--- config.mk ---
export PLATFORM = sky130hd
export DESIGN_NAME = vng_norm
export DESIGN_NICKNAME = d
export VERILOG_FILES = /design/src/sv/vng_pkg.sv /design/src/sv/vng_norm.sv
export SDC_FILE = /design/constraint.sdc
export NUM_CORES = 2
export LEC_CHECK = 0
export BUFFER_PORTS_ARGS = -buffer_cell sky130_fd_sc_hd__buf_2
export CORE_MARGIN = 3
export CORE_UTILIZATION = 45
export CTS_BUF_LIST = sky130_fd_sc_hd__clkbuf_4
export DETAILED_ROUTE_END_ITERATION = 8
export GPL_TIMING_DRIVEN = 0
export REMOVE_ABC_BUFFERS = 1
export SLEW_MARGIN = 20
export SYNTH_ARGS = -nofsm -noshare
export SYNTH_HDL_FRONTEND = slang
export SYNTH_SLANG_ARGS = --single-unit
--- constraint.sdc ---
create_clock -name clk -period 15.06 [get_ports clk]
set_input_delay 3.012 -clock clk [delete_from_list [all_inputs] [get_ports clk]]
set_output_delay 3.012 -clock clk [all_outputs]
set_load 0.02 [all_outputs]
--- src/sv/vng_pkg.sv ---
// Package for the vertex normal generator.
// Holds operation codes and the item and normalizer structs.
// Depends on nothing; used by every module of the block.
package vng_pkg;

  // operation codes
  localparam logic [1:0] OP_WRITE = 2'd0;
  localparam logic [1:0] OP_TRI   = 2'd1;
  localparam logic [1:0] OP_READ  = 2'd2;
  localparam logic [1:0] OP_CLEAR = 2'd3;

  // classified item held in the queue between front and back
  typedef struct packed {
    logic [1:0]         op;
    logic               idx_ok;  // vertex_index in range
    logic               tri_ok;  // all three corners in range
    logic [7:0]         i0;
    logic [7:0]         i1;
    logic [7:0]         i2;
    logic signed [15:0] px;
    logic signed [15:0] py;
    logic signed [15:0] pz;
  } item_t;

  // request into the normalizer: one-cycle go with the raw vector
  typedef struct packed {
    logic               go;
    logic signed [34:0] cx;
    logic signed [34:0] cy;
    logic signed [34:0] cz;
  } norm_req_t;

  // normalizer answer: one-cycle done with the Q1.14 unit vector
  typedef struct packed {
    logic               done;
    logic               zero;
    logic signed [15:0] nx;
    logic signed [15:0] ny;
    logic signed [15:0] nz;
  } norm_rsp_t;

endpackage

--- src/sv/vng_norm.sv ---
// Iterative normalizer: scales a signed vector to a Q1.14 unit vector.
// Bit-serial square root (one result bit a cycle) and three restoring
// dividers in parallel (one quotient bit a cycle). Depends on vng_pkg.
module vng_norm (
  input  logic                clk,
  input  logic                rst,
  input  vng_pkg::norm_req_t  req,
  output vng_pkg::norm_rsp_t  rsp
);

  localparam logic [2:0] N_IDLE = 3'd0;
  localparam logic [2:0] N_MAG  = 3'd1;
  localparam logic [2:0] N_SQ   = 3'd2;
  localparam logic [2:0] N_SQRT = 3'd3;
  localparam logic [2:0] N_LEN  = 3'd4;
  localparam logic [2:0] N_DIV  = 3'd5;
  localparam logic [2:0] N_DONE = 3'd6;

  logic [2:0]         state;
  logic [4:0]         cnt;
  logic signed [34:0] c [3];
  logic [2:0]         sgn;
  logic [29:0]        mag [3];
  logic [61:0]        sum;
  logic [61:0]        nrem;
  logic [62:0]        res;
  logic [32:0]        dvs;
  logic [46:0]        rem [3];
  logic [14:0]        q [3];
  logic               zero;

  logic [34:0]        m [3];
  logic [34:0]        mx;
  logic [2:0]         sh;
  logic [59:0]        sq;
  logic [62:0]        bitv;
  logic [62:0]        trial;
  logic [46:0]        dk;

  // magnitudes, largest one and the right shift that fits it in 30 bits
  always_comb begin
    for (int i = 0; i < 3; i++) begin
      m[i] = c[i][34] ? 35'(-c[i]) : 35'(c[i]);
    end
    mx = m[0];
    if (m[1] > mx) mx = m[1];
    if (m[2] > mx) mx = m[2];
    if (mx[34])      sh = 3'd5;
    else if (mx[33]) sh = 3'd4;
    else if (mx[32]) sh = 3'd3;
    else if (mx[31]) sh = 3'd2;
    else if (mx[30]) sh = 3'd1;
    else             sh = 3'd0;
  end

  // square of one magnitude, sqrt trial value, divisor step
  always_comb begin
    sq    = 60'(mag[cnt[1:0]]) * 60'(mag[cnt[1:0]]);
    bitv  = 63'(1) << (6'd62 - {cnt, 1'b0});
    trial = res + bitv;
    dk    = 47'(dvs) << cnt[3:0];
  end

  // sequencer
  always_ff @(posedge clk) begin
    if (rst) begin
      state <= N_IDLE;
      cnt   <= '0;
    end else begin
      unique case (state)
        N_IDLE: begin
          if (req.go) state <= N_MAG;
        end
        N_MAG: begin
          state <= N_SQ;
          cnt   <= '0;
        end
        N_SQ: begin
          cnt <= cnt + 5'd1;
          if (cnt == 5'd2) begin
            state <= N_SQRT;
            cnt   <= '0;
          end
        end
        N_SQRT: begin
          cnt <= cnt + 5'd1;
          if (cnt == 5'd31) state <= N_LEN;
        end
        N_LEN: begin
          cnt   <= 5'd14;
          state <= (res == '0) ? N_DONE : N_DIV;
        end
        N_DIV: begin
          cnt <= cnt - 5'd1;
          if (cnt == 5'd0) state <= N_DONE;
        end
        N_DONE: begin
          state <= N_IDLE;
        end
        default: state <= N_IDLE;
      endcase
    end
  end

  // datapath
  always_ff @(posedge clk) begin
    case (state)
      N_IDLE: begin
        if (req.go) begin
          c[0] <= req.cx;
          c[1] <= req.cy;
          c[2] <= req.cz;
          sum  <= '0;
          res  <= '0;
          zero <= 1'b0;
          for (int i = 0; i < 3; i++) q[i] <= '0;
        end
      end
      N_MAG: begin
        for (int i = 0; i < 3; i++) begin
          sgn[i] <= c[i][34];
          mag[i] <= 30'(m[i] >> sh);
        end
      end
      N_SQ: begin
        sum  <= sum + 62'(sq);
        nrem <= sum + 62'(sq);
      end
      N_SQRT: begin
        if ({1'b0, nrem} >= trial) begin
          nrem <= 62'({1'b0, nrem} - trial);
          res  <= (res >> 1) + bitv;
        end else begin
          res <= res >> 1;
        end
      end
      N_LEN: begin
        zero <= (res == '0);
        dvs  <= {res[31:0], 1'b0};
        for (int i = 0; i < 3; i++) begin
          rem[i] <= {2'b00, mag[i], 15'd0} + 47'(res[31:0]);
        end
      end
      N_DIV: begin
        for (int i = 0; i < 3; i++) begin
          if (rem[i] >= dk) begin
            rem[i] <= rem[i] - dk;
            q[i]   <= {q[i][13:0], 1'b1};
          end else begin
            q[i] <= {q[i][13:0], 1'b0};
          end
        end
      end
      default: ;
    endcase
  end

  // answer, valid in the done state only
  always_comb begin
    rsp.done = (state == N_DONE);
    rsp.zero = zero;
    rsp.nx   = sgn[0] ? -$signed({1'b0, q[0]}) : $signed({1'b0, q[0]});
    rsp.ny   = sgn[1] ? -$signed({1'b0, q[1]}) : $signed({1'b0, q[1]});
    rsp.nz   = sgn[2] ? -$signed({1'b0, q[2]}) : $signed({1'b0, q[2]});
  end

endmodule

## Word level (Yosys, flattened, before mapping)

Memory sizes are Yosys's and may differ from the RTL's. A register that Yosys moved wholly into a read port is not among the register bits.
Index checks and enable logic that the tools add are counted.

| storage, ports and cells | value |
|---|---|
| register bits | 231 |
| memory bits (writable) | 381 |
| bits of input ports | 108 |
| output and inout bits | 50 |
| logic and storage cells | 144 |
| memories kept | 4 |

Memory list:

| memory | depth | bits a word | read ports | clocked after memory_dff | write ports | line | text |
|---|---|---|---|---|---|---|---|
| rem | 3 | 47 | 3 | 0 | 3 | vng_norm.sv:28 | `logic [46:0] rem [3];` |
| c | 3 | 35 | 3 | 0 | 3 | vng_norm.sv:21 | `logic signed [34:0] c [3];` |
| mag | 3 | 30 | 4 | 1 | 3 | vng_norm.sv:23 | `logic [29:0] mag [3];` |
| q | 3 | 15 | 3 | 0 | 3 | vng_norm.sv:29 | `logic [14:0] q [3];` |

| cells by class | value |
|---|---|
| add/sub/neg operators | 19 |
| multiply operators | 1 |
| magnitude comparators | 6 |
| equality and inequality tests | 13 |
| shift operators | 5 |
| multiplexer cells | 66 |
| bitwise gates (word level) | 9 |
| reduce and logical (&&, ||, !) cells | 13 |

Operators with widths:

| operator | number |
|---|---|
| 62-bit one-hot mux with 2 select lines | 2 |
| 35-bit two-way mux | 5 |
| 47-bit >= comparator | 3 |
| 47-bit two-way mux | 3 |
| 47-bit subtractor | 3 |
| 45-bit by 32-bit adder with 46-bit output | 3 |
| 63-bit two-way mux | 2 |
| 63-bit one-hot mux with 2 select lines | 1 |
| 62-bit two-way mux | 2 |
| 35-bit negator | 3 |
| 35-bit by 3-bit >> shifter with 30-bit output | 3 |
| 15-bit two-way mux | 6 |
| 35-bit > comparator | 2 |
| 62-bit by 63-bit adder with 63-bit output | 1 |
| 63-bit adder | 1 |
| 62-bit by 63-bit >= comparator with 1-bit output | 1 |
| 63-bit logical NOT | 1 |
| 1-bit by 6-bit << shifter with 63-bit output (first input constant) | 1 |
| 62-bit by 60-bit adder with 62-bit output | 1 |
| 62-bit subtractor | 1 |
| 30-bit by 30-bit multiplier with 60-bit output | 1 |
| 16-bit two-way mux | 3 |
| 15-bit negator with 16-bit output | 3 |
| 33-bit by 4-bit << shifter with 47-bit output | 1 |
| 23 further kinds | 79 |

## Longest topological paths before layout

An unclocked memory read counts as a cell.

| logic depth | value |
|---|---|
| depth after elaboration | 13 |
| depth in mapped cells | 36 |
| mapped depth without buffers | 32 |

## Worst setup path before layout

No wires, ideal clock.

| timing | value |
|---|---|
| path type | reg-to-reg |
| start | register with a tool-made name |
| end | register nrem[60] (data pin) |
| library setup time | 0.268 ns |
| arrival | 9.030 ns |
| required time | 14.792 ns |
| path slack | 5.761 ns |
| cell stages (with the launch flop) | 35 |
| path buffers | 4 |
| period minus slack after synthesis | 9.299 ns |
| cells stage by stage | dfxtp_1 -> clkbuf_1 -> clkbuf_1 -> mux2i_1 -> o21a_1 -> clkbuf_1 -> inv_1 -> clkbuf_1 -> nand2_1 -> inv_1 -> fa_1 -> fa_1 -> inv_1 -> fa_1 -> inv_1 -> fa_1 -> inv_1 -> fa_1 -> inv_1 -> fa_1 -> fa_1 -> fa_1 -> ha_1 -> a21o_1 -> a21o_1 -> a21oi_1 -> o21ai_0 -> a221o_1 -> a2111oi_0 -> o2111ai_1 -> and3_1 -> a311o_1 -> a311oi_1 -> xor2_1 -> o21ai_0 |

RTL lines:

| element | line | text |
|---|---|---|
| end signal: assignment | vng_norm.sv:127 | `nrem <= sum + 62'(sq);` |
| end signal: assignment | vng_norm.sv:131 | `nrem <= 62'({1'b0, nrem} - trial);` |
| end: declaration | vng_norm.sv:25 | `logic [61:0] nrem;` |

==> impl_metrics.json <==
{
  "status": "completed",
  "tns_ns": 0,
  "multiInputGateArea_sq_um": 52300,
  "cts_tree": "yes",
  "dp.cells": 10200,
  "cpPeakStageDelay_ns": 1.05,
  "cts_root_buffer": "clkbuf_4",
  "clock_path_buffers": 3,
  "syn_area_per_cell_sq_um": 9.33,
  "timing.fmax_mhz": 85.2,
  "cap_violations": 0,
  "die-width_um": 416,
  "critPathLaunchType": "flop",
  "insertion_delay_ns": 1.18,
  "dp_hpwl_um": 180000,
  "antenna_found_initial": 8,
  "post_cts_buffers": 0,
  "cp.arrival_ns": 12.56,
  "drc": 0,
  "fin_crit_ns": 11.74,
  "rows": 149,
  "cp_num_buf_inv": 7,
  "first_iter_violations": 4653,
  "cts.sinks": 614,
  "rsz0062_at_grt": "false",
  "fill_cells": 15500,
  "fin_cells": 10500,
  "ant_nets": 0,
  "min_from": "q[2][0]",
  "clock_skew_ns": 0.104,
  "critPathMostFrequentCell": "fa_1",
  "register_area_sq_um": 18300,
  "portBuffers": 157,
  "synth_edf_count": 603,
  "htreeDepth": 4,
  "grt_pass1_vias": 60400,
  "slew_violations": 0,
  "synth_seq_area_share": 0.242,
  "cts_resized": 0,
  "holdPathStages": 2,
  "fp.dieArea_sq_um": 173000,
  "worst_pin_slew_ns": 1.20,
  "ys.flop_type": "edfxtp_1",
  "synth-seq-cells": 614,
  "hold_viol_final": 0,
  "critPathTopFamily": "compound AO/OA/AOI/OAI gates",
  "setup_viol": 0,
  "dr_total_vias": 60200,
  "viasPerCell": 5.70,
  "end_kind": "flop",
  "wl_per_cell_um": 21.1,
  "crit_path_max_fanout": 20,
  "hold_path.class": "flop to flop",
  "wl_um": 223000,
  "cts.clk_slew.worst_paths_ns": 0.07,
  "hold_buffers": 0,
  "firstDrtPassIters": 8,
  "io_pins": 158,
  "synthDistinctLibCells": 94,
  "slew_headroom": 0.196,
  "r2r-end": "nrem[56]",
  "synthesis.area_sq_um": 75700,
  "rr_worst_depth": 30,
  "cts_made_buffers": 175,
  "initial_core_util": 0.456,
  "final_nets": 9741,
  "crit_type": "flop to flop",
  "syn_inst": 8119,
  "drive_gt1_frac": 0.0792,
  "track_usage": 0.257,
  "grt_pass1_wl_um": 347000,
  "area_growth_pct": 8.17,
  "worst-r2r-setup-slack_ns": 3.32,
  "crit_path_top_delay_cell": "clkinv_1",
  "coreArea_sq_um": 166000,
  "min_to": "q[2][0]",
  "postSynth.asyncResetShare": 0,
  "grt_max_degree": 87,
  "gp_congestion": 0.935,
  "yosys_warnings": 0,
  "worstPathRequired_ns": 15.89,
  "die_y_um": 416,
  "fin_crit_sh": 0.779,
  "overflow": 0
}
cell type report:
class | instances | share of cell area
clock buffers | 244 | 0.0224
flip-flops and latches | 614 | 0.224
clock inverters | 49 | 0.00342
multi-input cells | 6107 | 0.639
repair buffers | 236 | 0.0276
well taps | 2189 | 0.0334
inverters | 1100 | 0.0505
diodes | 7 | 0.000214
metal layers:
metal / track usage / wire (um) / vias to the layer above
met1: 0.358 / 99500 / 29800
met3: 0.0373 / 14900 / 333
met5: 0 / 13 / -
li1: - / - / 28100
met2: 0.405 / 101000 / 1928
met4: 0.0963 / 7880 / 2
cell usage in the layout, fill, tap and decap left out, types with 26 or more instances in the layout:
| master | count |
|---|---|
| buf_16 | 26 |
| nor2b_1 | 60 |
| o21a_1 | 50 |
| nor2_1 | 615 |
| nor4_1 | 38 |
| and3_1 | 128 |
| o21bai_1 | 66 |
| or3_1 | 34 |
| ha_1 | 643 |
| mux2i_1 | 265 |
| a211oi_1 | 55 |
| clkinv_1 | 41 |
| clkbuf_4 | 244 |
| nand2b_1 | 66 |
| nand4_1 | 75 |
| inv_1 | 1084 |
| and2_1 | 27 |
| fa_1 | 756 |
| a21o_1 | 204 |
| nand2_1 | 820 |
| o21ai_0 | 437 |
| o31ai_1 | 63 |
| a21oi_1 | 350 |
| edfxtp_1 | 603 |
| nor3_1 | 89 |
| xnor2_1 | 281 |
| buf_2 | 158 |
| nand3_1 | 100 |
| a31oi_1 | 70 |
| xor2_1 | 288 |
| o21ai_1 | 67 |
kinds of logic (layout without fill, tap and decap cells):
| kind of cell | after synthesis | after routing | synth area share |
|---|---|---|---|
| simple gates | 2179 | 2179 | 0.131 |
| compound gates | 1638 | 1638 | 0.137 |
| fa+ha+maj | 1400 | 1400 | 0.306 |
| buf+inv | 1398 | 1629 | 0.0715 |
| flops | 614 | 614 | 0.242 |
| xor+xnor | 572 | 572 | 0.0664 |
| mux | 318 | 318 | 0.0459 |
| other cells | 0 | 7 | 0 |
cell usage after synthesis, types with 70 or more instances:
library cell / n / area, sq um
xnor2_1: 281 / 2460
clkbuf_1: 229 / 860
nand2_1: 825 / 3100
inv_1: 1086 / 4080
ha_1: 643 / 8050
nand3_1: 100 / 500
nor2_1: 619 / 2320
and3_1: 128 / 801
xor2_1: 288 / 2520
a21oi_1: 350 / 1750
nor3_1: 90 / 450
nand4_1: 75 / 469
a21o_1: 205 / 1540
fa_1: 756 / 15100
o21ai_1: 77 / 385
mux2i_1: 266 / 2660
edfxtp_1: 603 / 18100
a31oi_1: 70 / 438
o21ai_0: 443 / 2220
through the flow:
step / hold WS (ns) / setup slack, ns / cell area, sq um / util
after global placement: 0.594 / -15.03 / 78000 / 0.469
after detailed placement: 0.604 / 3.63 / 79800 / 0.480
after floorplan: 0.472 / -2.25 / 74400 / -
after global routing: 0.647 / 2.90 / 81900 / 0.493
after CTS: 0.613 / 3.51 / 81900 / 0.493
final: 0.612 / 3.32 / 81900 / 0.493
registers in the layout, summed over array words and instances, names as in the netlist, named ones only:
signal,cells
c,105
cnt,5
dvs,32
mag,90
nrem,62
q,45
rem,141
res,63
sgn,3
state,3
sum,62
zero,1
worst register-to-register path: cells and delay by family, from the launching register on:
family	cells	cell delay [ns]
AO/OA/AOI/OAI	9	4.09
XOR/XNOR	1	0.29
adder cells (fa/ha/maj)	9	3.79
buffers and inverters	7	1.64
flip-flops	1	0.63
multiplexers	2	0.34
AND/OR/NAND/NOR	2	0.66
worst max path at each step:
stage | endpoint | cells after the start | start
2_1_floorplan | rem[0][25] | 16 | cnt[0]
3_5_place_dp | nrem[56] | 30 | flop
3_3_place_gp | rem[0][45] | 16 | cnt[3]
6_report | nrem[56] | 30 | flop
5_1_grt | nrem[56] | 30 | flop
4_1_cts | nrem[56] | 30 | flop
Power is not shown: default switching activity piles up to over one toggle a cycle in this logic, so the estimate is an artifact.
